==> src/rtl/tfr_pkg.sv <==
`timescale 1ns / 1ps

package tfr_pkg;

  localparam int STORE_DEPTH = 32;
  localparam int POS_W       = $clog2(STORE_DEPTH);

  localparam int IN_DATA_W  = 8;
  localparam int OUT_DATA_W = 168;
  localparam int KIND_W     = 2;

  localparam logic [7:0] HEADER_BYTE = 8'hFF;
  localparam logic [7:0] MAX_LENGTH  = 8'd25;
  localparam logic [7:0] CRC_POLY    = 8'h91;
  localparam logic [7:0] ID_SETUP    = 8'd254;
  localparam logic [7:0] ID_TELEM    = 8'd11;

  localparam int ID_POS           = 2;
  localparam int SETUP_STATUS_POS = 3;
  localparam int SETUP_CRC_SPAN   = 4;
  localparam int SETUP_CRC_POS    = 4;
  localparam int TELEM_CRC_SPAN   = 23;
  localparam int TELEM_CRC_POS    = 24;
  localparam int TELEM_FIRST_POS  = 3;
  localparam int TELEM_BYTES      = OUT_DATA_W / 8;

  typedef enum logic [KIND_W-1:0] {
    KIND_TELEM     = 2'd0,
    KIND_SETUP_ACK = 2'd1,
    KIND_DISCARD   = 2'd2
  } kind_e;

  typedef enum logic [1:0] {
    ST_RECV,
    ST_CRC,
    ST_EMIT
  } state_e;

  typedef struct packed {
    logic take;
    logic crc_clr;
    logic crc_step;
    logic load;
  } dp_cmd_t;

  typedef struct packed {
    logic frame_end;
    logic crc_last;
    logic out_free;
  } dp_status_t;

  // Reflected CRC-8, one byte folded in.
  function automatic logic [7:0] crc8_byte(input logic [7:0] crc, input logic [7:0] data);
    logic [7:0] c;
    c = crc ^ data;
    for (int b = 0; b < 8; b++) begin
      if (c[0]) begin
        c = c ^ CRC_POLY;
      end
      c = c >> 1;
    end
    return c;
  endfunction

endpackage

==> src/rtl/tfr_datapath.sv <==
`timescale 1ns / 1ps

module tfr_datapath (
  input  logic                            clk_i,
  input  logic                            rst_ni,
  input  tfr_pkg::dp_cmd_t                cmd_i,
  output tfr_pkg::dp_status_t             status_o,
  input  logic [tfr_pkg::IN_DATA_W-1:0]   rx_byte_i,
  output logic                            m_tvalid_o,
  input  logic                            m_tready_i,
  output logic [tfr_pkg::OUT_DATA_W-1:0]  m_tdata_o,
  output logic [tfr_pkg::KIND_W-1:0]      m_tuser_o
);

  localparam int PW = tfr_pkg::POS_W;

  logic [7:0]                      mem_q [tfr_pkg::STORE_DEPTH];
  logic [7:0]                      store_rd [tfr_pkg::STORE_DEPTH];
  logic [tfr_pkg::STORE_DEPTH-1:0] vld_q, vld_d;
  logic [PW-1:0]                   pos_q, pos_d, end_q, end_d;
  logic                            wr_en;
  logic                            frame_end;
  logic [7:0]                      crc_q, crc_d;
  logic [PW-1:0]                   idx_q, idx_d;
  logic [7:0]                      frame_id;
  logic                            crc_last;
  tfr_pkg::kind_e                  kind;
  logic [tfr_pkg::OUT_DATA_W-1:0]  result;
  logic                            out_vld_q;
  logic [tfr_pkg::OUT_DATA_W-1:0]  out_data_q;
  tfr_pkg::kind_e                  out_kind_q;

  // Unwritten entries read as zero.
  always_comb begin
    for (int k = 0; k < tfr_pkg::STORE_DEPTH; k++) begin
      store_rd[k] = vld_q[k] ? mem_q[k] : 8'd0;
    end
  end

  // Frame intake: header hunt, length, body up to the CRC byte.
  always_comb begin
    pos_d     = pos_q;
    end_d     = end_q;
    wr_en     = 1'b0;
    frame_end = 1'b0;
    if (pos_q == PW'(0)) begin
      if (rx_byte_i == tfr_pkg::HEADER_BYTE) begin
        wr_en = 1'b1;
        pos_d = PW'(1);
      end
    end else if (pos_q == PW'(1)) begin
      if (rx_byte_i > tfr_pkg::MAX_LENGTH) begin
        pos_d = '0;
        end_d = '0;
      end else begin
        wr_en = 1'b1;
        end_d = rx_byte_i[PW-1:0] + PW'(1);
        if (rx_byte_i == 8'd0) begin
          pos_d     = '0;
          frame_end = 1'b1;
        end else begin
          pos_d = PW'(2);
        end
      end
    end else if (pos_q <= end_q) begin
      wr_en = 1'b1;
      if (pos_q == end_q) begin
        pos_d     = '0;
        frame_end = 1'b1;
      end else begin
        pos_d = pos_q + PW'(1);
      end
    end else begin
      pos_d = '0;
    end
  end

  always_comb begin
    vld_d = vld_q;
    if (cmd_i.load) begin
      vld_d = '0;
    end else if (cmd_i.take && wr_en) begin
      vld_d[pos_q] = 1'b1;
    end
  end

  always_ff @(posedge clk_i or negedge rst_ni) begin
    if (!rst_ni) begin
      pos_q <= '0;
      end_q <= '0;
      vld_q <= '0;
    end else begin
      vld_q <= vld_d;
      if (cmd_i.take) begin
        pos_q <= pos_d;
        end_q <= end_d;
      end
    end
  end

  always_ff @(posedge clk_i) begin
    if (cmd_i.take && wr_en) begin
      mem_q[pos_q] <= rx_byte_i;
    end
  end

  // CRC walk: one stored byte per cycle.
  always_comb begin
    crc_d = crc_q;
    idx_d = idx_q;
    if (cmd_i.crc_clr) begin
      crc_d = '0;
      idx_d = '0;
    end else if (cmd_i.crc_step) begin
      crc_d = tfr_pkg::crc8_byte(crc_q, store_rd[idx_q]);
      idx_d = idx_q + PW'(1);
    end
  end

  always_ff @(posedge clk_i or negedge rst_ni) begin
    if (!rst_ni) begin
      crc_q <= '0;
      idx_q <= '0;
    end else begin
      crc_q <= crc_d;
      idx_q <= idx_d;
    end
  end

  assign frame_id = store_rd[tfr_pkg::ID_POS];

  always_comb begin
    if (frame_id == tfr_pkg::ID_SETUP) begin
      crc_last = (idx_q == PW'(tfr_pkg::SETUP_CRC_SPAN - 1));
    end else if (frame_id == tfr_pkg::ID_TELEM) begin
      crc_last = (idx_q == PW'(tfr_pkg::TELEM_CRC_SPAN - 1));
    end else begin
      crc_last = 1'b1;
    end
  end

  // Classify the finished frame; telemetry fields are bytes 3 up, little endian.
  always_comb begin
    kind   = tfr_pkg::KIND_DISCARD;
    result = '0;
    if (frame_id == tfr_pkg::ID_SETUP) begin
      if (crc_q == store_rd[tfr_pkg::SETUP_CRC_POS]
          && store_rd[tfr_pkg::SETUP_STATUS_POS] == 8'd1) begin
        kind = tfr_pkg::KIND_SETUP_ACK;
      end
    end else if (frame_id == tfr_pkg::ID_TELEM) begin
      if (crc_q == store_rd[tfr_pkg::TELEM_CRC_POS]) begin
        kind = tfr_pkg::KIND_TELEM;
        for (int k = 0; k < tfr_pkg::TELEM_BYTES; k++) begin
          result[k*8 +: 8] = store_rd[tfr_pkg::TELEM_FIRST_POS + k];
        end
      end
    end
  end

  always_ff @(posedge clk_i or negedge rst_ni) begin
    if (!rst_ni) begin
      out_vld_q <= 1'b0;
    end else if (cmd_i.load) begin
      out_vld_q <= 1'b1;
    end else if (m_tready_i) begin
      out_vld_q <= 1'b0;
    end
  end

  always_ff @(posedge clk_i) begin
    if (cmd_i.load) begin
      out_data_q <= result;
      out_kind_q <= kind;
    end
  end

  assign m_tvalid_o = out_vld_q;
  assign m_tdata_o  = out_data_q;
  assign m_tuser_o  = out_kind_q;

  assign status_o.frame_end = frame_end;
  assign status_o.crc_last  = crc_last;
  assign status_o.out_free  = !out_vld_q || m_tready_i;

endmodule

==> src/rtl/tfr_ctrl.sv <==
`timescale 1ns / 1ps

module tfr_ctrl (
  input  logic                clk_i,
  input  logic                rst_ni,
  input  logic                s_tvalid_i,
  output logic                s_tready_o,
  input  tfr_pkg::dp_status_t status_i,
  output tfr_pkg::dp_cmd_t    cmd_o
);

  tfr_pkg::state_e state_q, state_d;
  logic            take;

  assign take = s_tvalid_i && (state_q == tfr_pkg::ST_RECV);

  always_comb begin
    state_d = state_q;
    case (state_q)
      tfr_pkg::ST_RECV: begin
        if (take && status_i.frame_end) begin
          state_d = tfr_pkg::ST_CRC;
        end
      end
      tfr_pkg::ST_CRC: begin
        if (status_i.crc_last) begin
          state_d = tfr_pkg::ST_EMIT;
        end
      end
      tfr_pkg::ST_EMIT: begin
        if (status_i.out_free) begin
          state_d = tfr_pkg::ST_RECV;
        end
      end
      default: begin
        state_d = tfr_pkg::ST_RECV;
      end
    endcase
  end

  always_comb begin
    s_tready_o     = 1'b0;
    cmd_o.take     = 1'b0;
    cmd_o.crc_clr  = 1'b0;
    cmd_o.crc_step = 1'b0;
    cmd_o.load     = 1'b0;
    case (state_q)
      tfr_pkg::ST_RECV: begin
        s_tready_o    = 1'b1;
        cmd_o.take    = take;
        cmd_o.crc_clr = take && status_i.frame_end;
      end
      tfr_pkg::ST_CRC: begin
        cmd_o.crc_step = 1'b1;
      end
      tfr_pkg::ST_EMIT: begin
        cmd_o.load = status_i.out_free;
      end
      default: begin
        s_tready_o = 1'b0;
      end
    endcase
  end

  always_ff @(posedge clk_i or negedge rst_ni) begin
    if (!rst_ni) begin
      state_q <= tfr_pkg::ST_RECV;
    end else begin
      state_q <= state_d;
    end
  end

endmodule

==> src/rtl/telemetry_frame_receiver.sv <==
`timescale 1ns / 1ps

// Byte-stream deframer: hunts for header 0xFF, takes a length byte (0 to 25, larger
// restarts the hunt), stores the frame through its CRC byte and reports one result
// per completed frame on tuser: telemetry accepted (fields on tdata), setup
// acknowledged, or discarded (tdata zero). Bytes are taken one per cycle. After the
// byte that completes a frame the input is held off while a single CRC-8 byte unit
// walks the stored frame one byte per cycle (bytes 0 to 3 for a setup frame, 0 to 22
// for telemetry, only byte 0 for any other id), then the output register is loaded
// once the previous result has been taken or is being taken. The store is emptied
// when the output register is loaded.
module telemetry_frame_receiver (
  input  logic                            clk_i,
  input  logic                            rst_ni,
  input  logic                            s_axis_tvalid_i,
  output logic                            s_axis_tready_o,
  // [7:0] rx_byte
  input  logic [tfr_pkg::IN_DATA_W-1:0]   s_axis_tdata_i,
  output logic                            m_axis_tvalid_o,
  input  logic                            m_axis_tready_i,
  // [7:0] sequence_number, [15:8] battery_status, [31:16] velocity_up,
  // [47:32] velocity_left, [63:48] velocity_forward, [79:64] heading_raw,
  // [95:80] altitude_raw, [111:96] pitch_raw, [127:112] roll_raw,
  // [159:128] engine_status_word, [167:160] fault_status
  output logic [tfr_pkg::OUT_DATA_W-1:0]  m_axis_tdata_o,
  // [1:0] frame_kind
  output logic [tfr_pkg::KIND_W-1:0]      m_axis_tuser_o
);

  tfr_pkg::dp_cmd_t    cmd;
  tfr_pkg::dp_status_t status;

  tfr_ctrl u_ctrl (
    .clk_i      (clk_i),
    .rst_ni     (rst_ni),
    .s_tvalid_i (s_axis_tvalid_i),
    .s_tready_o (s_axis_tready_o),
    .status_i   (status),
    .cmd_o      (cmd)
  );

  tfr_datapath u_datapath (
    .clk_i      (clk_i),
    .rst_ni     (rst_ni),
    .cmd_i      (cmd),
    .status_o   (status),
    .rx_byte_i  (s_axis_tdata_i),
    .m_tvalid_o (m_axis_tvalid_o),
    .m_tready_i (m_axis_tready_i),
    .m_tdata_o  (m_axis_tdata_o),
    .m_tuser_o  (m_axis_tuser_o)
  );

  a_hold_after_frame_end: assert property (@(posedge clk_i) disable iff (!rst_ni)
    (cmd.take && status.frame_end) |=> !s_axis_tready_o)
    else $error("input taken during frame check");

  a_load_sets_valid: assert property (@(posedge clk_i) disable iff (!rst_ni)
    cmd.load |=> m_axis_tvalid_o)
    else $error("loaded result not presented");

  a_kind_legal: assert property (@(posedge clk_i) disable iff (!rst_ni)
    m_axis_tvalid_o |-> (m_axis_tuser_o == tfr_pkg::KIND_TELEM
                         || m_axis_tuser_o == tfr_pkg::KIND_SETUP_ACK
                         || m_axis_tuser_o == tfr_pkg::KIND_DISCARD))
    else $error("illegal frame kind");

  a_non_telem_zero: assert property (@(posedge clk_i) disable iff (!rst_ni)
    (m_axis_tvalid_o && m_axis_tuser_o != tfr_pkg::KIND_TELEM) |-> (m_axis_tdata_o == '0))
    else $error("non-telemetry result carries data");

endmodule
==> config.mk <==
export PLATFORM = sky130hd
export DESIGN_NAME = telemetry_frame_receiver
export DESIGN_NICKNAME = d
export VERILOG_FILES = /design/src/rtl/tfr_pkg.sv /design/src/rtl/tfr_datapath.sv /design/src/rtl/tfr_ctrl.sv /design/src/rtl/telemetry_frame_receiver.sv
export SDC_FILE = /design/constraint.sdc
export NUM_CORES = 1
export LEC_CHECK = 0
export BUFFER_PORTS_ARGS = -buffer_cell sky130_fd_sc_hd__buf_2
export CAP_MARGIN = 5
export CORE_UTILIZATION = 40
export CTS_BUF_LIST = sky130_fd_sc_hd__clkbuf_16
export DETAILED_ROUTE_END_ITERATION = 6
export GPL_TIMING_DRIVEN = 0
export PLACE_DENSITY_LB_ADDON = 0.1
export SYNTH_ARGS = -nofsm -noshare
export SYNTH_HDL_FRONTEND = slang
export SYNTH_HIERARCHICAL = 1
export SYNTH_SLANG_ARGS = --single-unit
export TNS_END_PERCENT = 10
==> constraint.sdc <==
create_clock -name clk_i -period 6.8 [get_ports clk_i]
set_input_delay 1.02 -clock clk_i [delete_from_list [all_inputs] [get_ports clk_i]]
set_output_delay 1.02 -clock clk_i [all_outputs]
set_load 0.02 [all_outputs]
== Word level (Yosys, flattened, before mapping) ==
Memory sizes are Yosys's and may differ from the RTL's.
Cells that the tools add are included.

* Reduce and logical (&&, ||, !) cells: 17
* Equality and inequality tests: 16
* Bitwise operators: 14
* Multiplexer cells: 102
* Magnitude comparators: 5
* Add/subtract/negate cells: 3

{| class="wikitable"
|+ Operators by type and width
! cell !! count
|-
| two-way mux 8 bit || 58
|-
| two-way mux 32 bit || 2
|-
| two-way mux 5 bit || 9
|-
| binary-select mux 8 bit (select 5 bit) || 1
|-
| bitwise OR 32 bit || 1
|-
| two-way mux 1 bit || 21
|-
| NOT 2 -> 3 bit || 7
|-
| two-way mux 2 bit || 9
|-
| equality test 8 bit || 2
|-
| equality test 8 bit (second input constant) || 2
|-
| adder 5 x 1 -> 5 bit (second input constant) || 3
|-
| equality test 8 x 1 -> 1 bit (second input constant) || 1
|-
| equality test 8 x 4 -> 1 bit (second input constant) || 1
|-
| greater-than comparator 8 x 5 -> 1 bit (second input constant) || 1
|-
| zero test 8 bit || 1
|-
| XOR 8 bit || 1
|-
| greater-or-equal comparator 6 bit (second input constant) || 1
|-
| < comparator 5 x 6 -> 1 bit (second input constant) || 1
|-
| NOT 5 -> 6 bit || 1
|-
| one-hot mux 2 bit (3 select lines) || 1
|-
| AND reduction 3 bit || 2
|-
| nonzero test 2 bit || 3
|-
| demux 1 bit (select 5 bit) || 1
|-
| equality test 5 x 1 -> 1 bit (second input constant) || 1
|-
| 18 further kinds || 26
|}

* Word-level logic and storage cells: 167
* Output and inout port bits: 172
* Flip-flop bits (word level): 228
* Memory bits (writable): 256
* Memories kept: 1
* Bits of input ports: 12

{| class="wikitable"
|+ Memory list
! name !! words !! bits a word !! rd ports !! clocked after memory_dff !! write ports !! line !! RTL
|-
| u_datapath.mem_q || 32 || 8 || 32 || 0 || 1 || tfr_datapath.sv:17 || <nowiki>logic [7:0] mem_q [tfr_pkg::STORE_DEPTH];</nowiki>
|}

== Logic depth before layout (Yosys ltp) ==
Gate-level depths: netlist of the first run.
An unclocked memory read counts as a cell.

* Depth in word-level cells: 38
* Mapped depth: 15
* Mapped depth without buffers: 11

== Cells and area by module ==
The synthesis of the first run kept the hierarchy.

{| class="wikitable"
|+ Modules (own cells, without submodules)
! module !! area each (um2) !! sequential area each (um2) !! cells an instance !! instances
|-
| tfr_datapath || 19,892.8 || 14,168.6 || 1,463 || 1
|-
| tfr_ctrl || 115.1 || 50.0 || 11 || 1
|}

== Worst setup path after synthesis of the first run ==
OpenSTA, ideal clock, no wires.

* Kind: input-to-reg
* Start point: input m_axis_tready_i
* End point: register u_datapath/vld_q[27] (netlist name)
* Data arrival time: 5.739 ns
* Setup time: 0.119 ns
* Stages on the path: 4
* Data required time: 6.681 ns
* Path slack: 0.941 ns
* Buffers on the path: 1
* Cells stage by stage: nand2b_1 > and3b_1 > clkbuf_1 > o21ba_2

{| class="wikitable"
|+ RTL lines
! element !! line !! RTL
|-
| start: declaration || telemetry_frame_receiver.sv:20 || <nowiki>input logic m_axis_tready_i,</nowiki>
|-
| end signal: assignment || tfr_datapath.sv:93 || <nowiki>vld_q <= vld_d;</nowiki>
|-
| end: declaration || tfr_datapath.sv:19 || <nowiki>logic [tfr_pkg::STORE_DEPTH-1:0] vld_q, vld_d;</nowiki>
|}

== Worst setup path after layout of the first run ==
* Start point: input s_axis_tdata_i[0] (netlist name)
* End point: memory u_datapath.mem_q[30][1] (enable)

* Longest elaborated chain between the ends: 7
* Elaborated cells between the ends (all ways): 9
* Those cells by class: order compare (1); eq/ne (1); mux (6); reduce/logical (1)

{| class="wikitable"
|+ RTL lines
! element !! line !! RTL
|-
| start: declaration || telemetry_frame_receiver.sv:18 || <nowiki>input logic [tfr_pkg::IN_DATA_W-1:0] s_axis_tdata_i,</nowiki>
|-
| greater-than comparator 8 x 5 -> 1 bit || tfr_datapath.sv:52 || <nowiki>if (rx_byte_i > tfr_pkg::MAX_LENGTH) begin</nowiki>
|-
| two-way mux 1 bit || tfr_datapath.sv:52 ||
|-
| two-way mux 1 bit || tfr_datapath.sv:51 || <nowiki>end else if (pos_q == PW'(1)) begin</nowiki>
|-
| two-way mux 1 bit * || tfr_datapath.sv:46 || <nowiki>if (pos_q == PW'(0)) begin</nowiki>
|-
| logical AND 1 bit * || tfr_datapath.sv:102 || <nowiki>if (cmd_i.take && wr_en) begin</nowiki>
|-
| two-way mux 1 bit * || tfr_datapath.sv:102 ||
|-
| two-way mux 1 bit (not written as such) * || tfr_datapath.sv:103 || <nowiki>mem_q[pos_q] <= rx_byte_i;</nowiki>
|-
| end: declaration || tfr_datapath.sv:17 ||
|}

Every way passes the cells marked *; elsewhere a longest branch is shown, timed or not.

==> results of run 1 <==
==> state kept, by name, summed over array words and instances (netlist names) <==
| register | cells |
|---|---|
| u_datapath/crc_q | 7 |
| u_datapath/mem_q | 256 |
| u_datapath/idx_q | 5 |
| u_datapath/m_tvalid_o | 1 |
| u_datapath/end_q | 5 |
| u_datapath/vld_q | 32 |
| u_ctrl/state_q | 2 |
| u_datapath/m_tdata_o | 168 |
| u_datapath/m_tuser_o | 2 |
| u_datapath/pos_q | 5 |
==> metal layers <==
layer	track usage (%)	wire (um)	up-vias
met3	4.22	4690	113
li1	-	-	6063
met5	0	0	-
met2	40.6	30600	599
met1	35.7	27800	6992
met4	8.98	1990	0
==> synth_stat cells, drive strengths merged, types with 14 or more instances <==
cell type	instances
nor2	172
and2	18
nand2	149
and3	69
o22ai	28
buf	35
a221oi	26
edfxtp	426
nand3	61
ha	15
clkbuf	66
inv	18
o21ai	56
xnor2	14
o21ba	24
a21oi	44
dfrtp	57
==> kinds of logic after synthesis <==
logic type | Yosys count | synth area share (%)
xor+xnor | 23 | 1.22
buf+inv | 120 | 2.93
compound gates | 275 | 9.87
flops | 483 | 71.1
fa+ha+maj | 15 | 0.938
mux | 11 | 1.06
simple gates | 547 | 12.9
==> worst min-delay path by stage <==
| stage | to | start | depth (start not counted) | slack [ns] |
|---|---|---|---|---|
| floorplan | u_datapath/end_q[1] | u_datapath/end_q[1] | 2 | 0.45 |
| global placement | u_datapath/end_q[4] | u_datapath/end_q[4] | 2 | 0.47 |
| detailed placement | u_datapath/end_q[4] | u_datapath/end_q[4] | 2 | 0.47 |
| CTS | u_datapath/vld_q[9] | rst_ni | 1 | 0.31 |
| global route | u_datapath/vld_q[9] | rst_ni | 1 | 0.32 |
| finish | u_datapath/vld_q[9] | rst_ni | 1 | 0.33 |
==> critical path, stage by stage <==
cell and delay, ns:
buf_2 0.78, ha_1 0.32, nand3_1 0.14, o21ai_0 0.28, and2_1 0.15, clkbuf_1 0.27, nand3_1 0.70, nor2_1 0.91
==> per-stage QoR <==
stage | utilization, % | setup slack, ns | std cells | setup TNS [ns]
after CTS | 48.0 | 2.46 | 2427 | 0
after detailed placement | 44.6 | 1.83 | 2327 | 0
after global placement | 44.3 | -1.31 | 2321 | -183.64
final | 48.0 | 2.42 | 2427 | 0
after global routing | 48.0 | 2.20 | 2427 | 0
after floorplan | - | 0.941 | 1474 | 0
==> final cells by class <==
cell class                      count  area share, %
Clock buffer                       53           5.62
Timing Repair Buffer              189           4.42
Sequential cell                   483           60.2
Inverter                           19          0.302
Multi-Input combinational cell    871           22.1
Buffer                            101           2.18
Tap cell                          664           3.52
Clock inverter                     47           1.66
==> power by group through the flow <==
stage | Combinational [mW] | Sequential [mW] | Clock (mW)
finish | 3.08 | 3.71 | 2.83
global route | 3.22 | 3.74 | 3.00
CTS | 3.03 | 3.72 | 2.89
detailed placement | 3.02 | 3.78 | 0
global placement | 2.95 | 3.86 | 0
floorplan | 1.59 | 4.09 | 0
==> cell usage in the layout (no fill, tap or decap), drive strengths merged, types with 28 or more instances in the layout <==
cell | synthesis | final
nor2 | 172 | 172
buf | 35 | 224
nand3 | 61 | 61
and3 | 69 | 69
inv | 18 | 30
nand2 | 149 | 149
o21ai | 56 | 56
a21oi | 44 | 44
o22ai | 28 | 28
dfrtp | 57 | 57
clkinv | 1 | 29
edfxtp | 426 | 426
clkbuf | 66 | 119
==> results.tsv, run 1 <==
stage	metric	value	unit
clock_tree	CTS Root Cell	clkbuf_16	
placed_design	DP Wirelength	44.4	mm
synth	number of synthesized flops with an enable pin	426	
final_layout	Register Area	14200	um2
synth	Async S/R FF share, synth	11.8	%
critical_path	Setup crit end kind	flip-flop	
critical_path	reg2reg path depth	8	
power	Reg power frac	38.6	%
synth	Yosys top cell by area	edfxtp_1	
route	drt wl/cell	26.8	um
route	DRT antenna net count	0	
sta	Fin. Hold Viols	0	
synth	Synth warnings	6	
clock_tree	Clock Tree Buf Depth	3	
clock_tree	H-tree depth	2	
die	die width	226	um
global_routing	initial antenna violation count	0	
route	DR DRC count	0	
power	Worst VDD drop	0.172	mV
outcome	run status	finished, final reports clean	
synth	sequential-to-total area share from yosys stat	71.1	%
power	pwr dens	408	nW/um2
sta	RSZ-0062 raised after global routing	no	
global_routing	largest net degree at the start of global routing	62	
sta	Tcrit/Tclk final	64.5	%
clock_tree	postcts setup bufs	0	
synth	top-area cell type share of the netlist area	63.9	%
placed_design	Port Buffers	183	
clock_tree	cts bufs inserted	53	
route	WL final	65.0	mm
clock_tree	worst skew pair latency	0.62	ns
sta	Tightest Pin Transition	1.20	ns
placed_design	Final GP Congestion	0.975	
sta	max_slew headroom	19.1	%
clock_tree	TritonCTS clock tree	yes	
global_routing	first-pass GRT wire length	91.8	mm
synth	number of synthesized register bits	483	
sta	Slew Limit Fails	0	
route	vias per cell	5.67	
critical_path	peak fanout along the critical path	37	
sta	final setup violation count	0	
clock_tree	clock sinks	483	
clock_tree	CTS Hold Buffers Added	0	
die	Top-Level Pins	184	
power	P_leak	8.27	nW
final_layout	share of cells above drive strength 1	20.5	%
sta	Max Fclk	0.228	GHz
critical_path	Critical Path Source Type	input port	
critical_path	critical path startpoint	s_axis_tdata_i[0]	
power	P_sw	3.40	mW
power	Cell Int Power	6.23	mW
route	via count	13767	
power	clock share of power	29.4	%
run	maxcap violations	0	
synth	syn_nets	1501	
global_routing	gr usage total	25.6	%
die	# rows	81	
die	Die H	226	um
placed_design	DP Area	21900	um2
route	DRT iter0 DRCs	1617	
die	initial core utilization	40.7	%
final_layout	footprint of the multi-input gates	5220	um2
global_routing	vias in the first global route	13164	
route	Initial DRT Pass Iterations	5	
critical_path	flop-to-flop setup slack	2.74	ns
final_layout	Fillers	4350	
synth	Mapped Cells	1474	
worst_hold_path	worst min path class	in -> async	
clock_tree	Worst-path clk slew	0.06	ns
critical_path	worst r2r dst	u_datapath/m_tdata_o[19]	
final_layout	fin nets	1745	
clock_tree	CTS resizes	0	
critical_path	crit path DAT	4.60	ns
power	Final Power	9.63	mW
die	CORE AREA	49200	um2
critical_path	Critical Path RT	7.02	ns
final_layout	Layout area overhead	18.0	%
synth	synth top area cells	edfxtp_1 64%, dfrtp_1 7.1%, nor2_1 3.2%, nand2_1 2.8%, and3_1 2.2%	
critical_path	Setup CP Type	in -> reg	
synth	cell area after synthesis	20000	um2
final_layout	final std cell area, no fill	23600	um2
sta	worst clock skew	0.0330	ns
final_layout	n_diodes	0	
critical_path	Reg-to-Reg Start	u_datapath/mem_q[2][6]	
synth	Synth Area per Inst	13.6	um2
power	switching share of power	35.3	%
critical_path	crit path capture	u_datapath/mem_q[30][1]	
die	Die ar.	50900	um2
power	combinational share of power	32.0	%
synth	distinct cell type count after synthesis	88	
global_routing	Remaining Overflow, GRT	0	
synth	Primary FF master, synth	edfxtp_1	
sta	post-layout min period	4.38	ns
sta	Fin Hold WS	0.331	ns
Note: power is estimated with default switching activity, not from simulation.
==> run 2, diff against run 1 <==
==> constraint.sdc (replaced) <==
create_clock -name clk_i -period 3.6 [get_ports clk_i]
set_input_delay 0.54 -clock clk_i [delete_from_list [all_inputs] [get_ports clk_i]]
set_output_delay 0.54 -clock clk_i [all_outputs]
set_load 0.02 [all_outputs]
==> results.tsv, run 2 (synthesis results as in run 1) <==
stage	metric	value	unit	change
run	maxcap violations	0		unchanged
critical_path	Cell Chain, Critical Path	ha_1, nor2b_1, o21a_1, o21a_1, o21a_1, o21bai_1, a21o_1, nand3_1, nor2_2		was buf_2, ha_1, nand3_1, o21ai_0, and2_1, clkbuf_1, nand3_1, nor2_1
route	drt wl/cell	27.2	um	was 26.8 um
critical_path	Setup crit end kind	flip-flop		unchanged
route	M1 WL	28.2	mm	was 27.8 mm
sta	Slew Limit Fails	0		unchanged
power	Cell Int Power	11.6	mW	was 6.23 mW
sta	final setup violation count	135		was 0
die	initial core utilization	40.7	%	unchanged
clock_tree	CTS Root Cell	clkbuf_16		unchanged
placed_design	Final GP Congestion	0.943		was 0.975
final_layout	share of cells above drive strength 1	22.3	%	was 20.5%
clock_tree	cts bufs inserted	50		was 53
sta	final worst slack	-0.163	ns	was 2.42 ns
placed_design	Port Buffers	183		unchanged
outcome	run status	complete, but fails checks		was finished, final reports clean
clock_tree	worst skew pair latency	0.61	ns	was 0.62 ns
sta	Fin. Hold Viols	0		unchanged
power	Reg power frac	38.9	%	was 38.6%
global_routing	vias in the first global route	13355		was 13,164
global_routing	Remaining Overflow, GRT	0		unchanged
sta	Tightest Pin Transition	1.18	ns	was 1.20 ns
sta	Max Fclk	0.266	GHz	
route	met2 routed WL	30.3	mm	was 30.6 mm
sta	max_slew headroom	20.8	%	was 19.1%
critical_path	Critical Path Source Type	flip-flop		was input port
final_layout	number of flip-flops under the largest register name	256		unchanged
placed_design	DP Cell Count	2326		was 2,327
route	DRT antenna net count	0		unchanged
final_layout	Top reg by flops	u_datapath/mem_q		unchanged
power	combinational share of power	32.8	%	was 32.0%
final_layout	most common cell after layout, fill and taps aside	edfxtp_1		unchanged
die	Top-Level Pins	184		unchanged
clock_tree	Clock Tree Buf Depth	3		unchanged
die	CORE AREA	49200	um2	unchanged
clock_tree	Worst-path clk slew	0.06	ns	about the same
power	P_sw	6.41	mW	was 3.40 mW
clock_tree	TritonCTS clock tree	yes		unchanged
final_layout	Layout area overhead	18.2	%	was 18.0%
route	vias per cell	5.63		was 5.67
global_routing	initial antenna violation count	1		was 0
power	clock share of power	28.3	%	was 29.4%
outcome	failing checks	setup timing		
critical_path	Setup CP Type	reg -> reg		was in -> reg
global_routing	largest net degree at the start of global routing	67		was 62
final_layout	most frequent cells in the layout	426 x edfxtp_1, 191 x buf_2, 148 x nand2_1		was 426 x edfxtp_1, 195 x buf_2, 172 x nor2_1
critical_path	slowest CP cell	nor2_2		was nor2_1
sta	worst clock skew	0.0277	ns	was 0.0330 ns
die	Die ar.	50900	um2	unchanged
power	Final Power	18.0	mW	was 9.63 mW
sta	post-layout min period	3.76	ns	
die	# rows	81		unchanged
critical_path	CP max stage delay	0.81	ns	was 0.91 ns
die	Die H	226	um	unchanged
global_routing	gr usage total	26.0	%	was 25.6%
final_layout	Layout Cells excl Fill	2420		was 2,427
critical_path	peak fanout along the critical path	9		was 37
power	switching share of power	35.6	%	was 35.3%
critical_path	Critical Path RT	3.83	ns	was 7.02 ns
clock_tree	H-tree depth	2		unchanged
sta	RSZ-0062 raised after global routing	yes		was no
critical_path	most frequent CP cell	o21a_1		was nand3_1
placed_design	Place WS	-0.943	ns	was 1.83 ns
global_routing	first-pass GRT wire length	93.0	mm	was 91.8 mm
placed_design	DP Wirelength	45.2	mm	was 44.4 mm
power	P_leak	8.24	nW	was 8.27 nW
route	top sig layer	met5		was met4
clock_tree	clock sinks	483		unchanged
route	Initial DRT Pass Iterations	5		unchanged
route	met3 wire length	5.05	mm	was 4.69 mm
clock_tree	postcts setup bufs	0		unchanged
power	Worst VDD drop	0.394	mV	was 0.172 mV
route	WL final	65.8	mm	was 65.0 mm
worst_hold_path	worst min path class	in -> reg		was in -> async
sta	Tcrit/Tclk final	105	%	
route	DR DRC count	0		unchanged
critical_path	crit path DAT	3.99	ns	was 4.60 ns
die	die width	226	um	unchanged
route	DRT iter0 DRCs	1362		was 1,617
route	via count	13633		was 13,767
power	pwr dens	761	nW/um2	was 408 nW/um2
final_layout	fin nets	1742		was 1,745
run 2: changes by cell type in the layout (fill, tap and decap cells not counted), moves of 4 or more:
cell and change:
clkinv_2 -5, nor2_2 +27, buf_2 -4, nor2_1 -28
clkbuf_1 -7, clkbuf_2 +6
run 2: area by class of cell:
class	count	area, um2
diodes	1	2.50
plain buffers	101	526
clock buffers	51	1280
clock inverters	41	328
fillers	4375	25500
inverters	19	71.3
multi-input cells	871	5360
flip-flops and latches	483	14200
well taps	664	831
repair buffers	189	1050
run 2: final timing paths:
| kind | from | to | slack [ns] | depth (start not counted) |
|---|---|---|---|---|
| max in group asynchronous | rst_ni | u_datapath/vld_q[2] | 2.57 | 3 |
| worst min register to register | u_datapath/end_q[3] | u_datapath/end_q[3] | 0.48 | 2 |
| worst max register to register | u_datapath/pos_q[1] | u_datapath/mem_q[30][2] | -0.16 | 9 |
| worst max-delay path | u_datapath/pos_q[1] | u_datapath/mem_q[30][2] | -0.16 | 9 |
| worst min-delay path | m_axis_tready_i | u_datapath/m_tvalid_o | 0.29 | 3 |
| min in group asynchronous | rst_ni | u_datapath/end_q[4] | 0.44 | 2 |
run 2: timing repair:
item | 4_1_cts | 5_1_grt
endpoints found under the hold margin | 28 | 0
hold buffers | 1 | 0
pin swaps | 1 | 0
gates resized for setup | 21 | 33
endpoints found under the setup margin | 415 | 271
run 2: worst max-delay path, delay by kind of cell (launching register included):
family | cells | cell delay [ns]
AO/OA/AOI/OAI | 5 | 0.89
adder cells (fa/ha/maj) | 1 | 0.33
flip-flops | 1 | 0.45
AND/OR/NAND/NOR | 3 | 1.72
run 2: routing by layer:
metal	vias to the layer above	global-route usage, %
met2	589	40.3
li1	6032	-
met5	-	0
met1	6883	35.9
met4	2	9.28
met3	127	5.67
run 2: metrics by stage:
stage | setup TNS [ns] | util [%] | hold WS [ns] | area, um2
after global routing | -18.07 | 48.1 | 0.286 | 23700
after CTS | -2.14 | 47.9 | 0.266 | 23600
after detailed placement | -250.74 | 44.5 | 0.469 | 21900
after global placement | -410.21 | 44.3 | 0.467 | 21800
final | -10.80 | 48.1 | 0.288 | 23700
after floorplan | 0 | - | 0.244 | 20000
run 2: power groups by stage:
| stage | Sequential, mW | Combinational, mW | Clock, mW |
|---|---|---|---|
| floorplan | 7.66 | 2.99 | 0 |
| global placement | 7.20 | 5.59 | 0 |
| detailed placement | 7.13 | 5.72 | 0 |
| CTS | 7.02 | 5.75 | 5.18 |
| global route | 7.06 | 6.17 | 5.40 |
| finish | 7.01 | 5.91 | 5.09 |
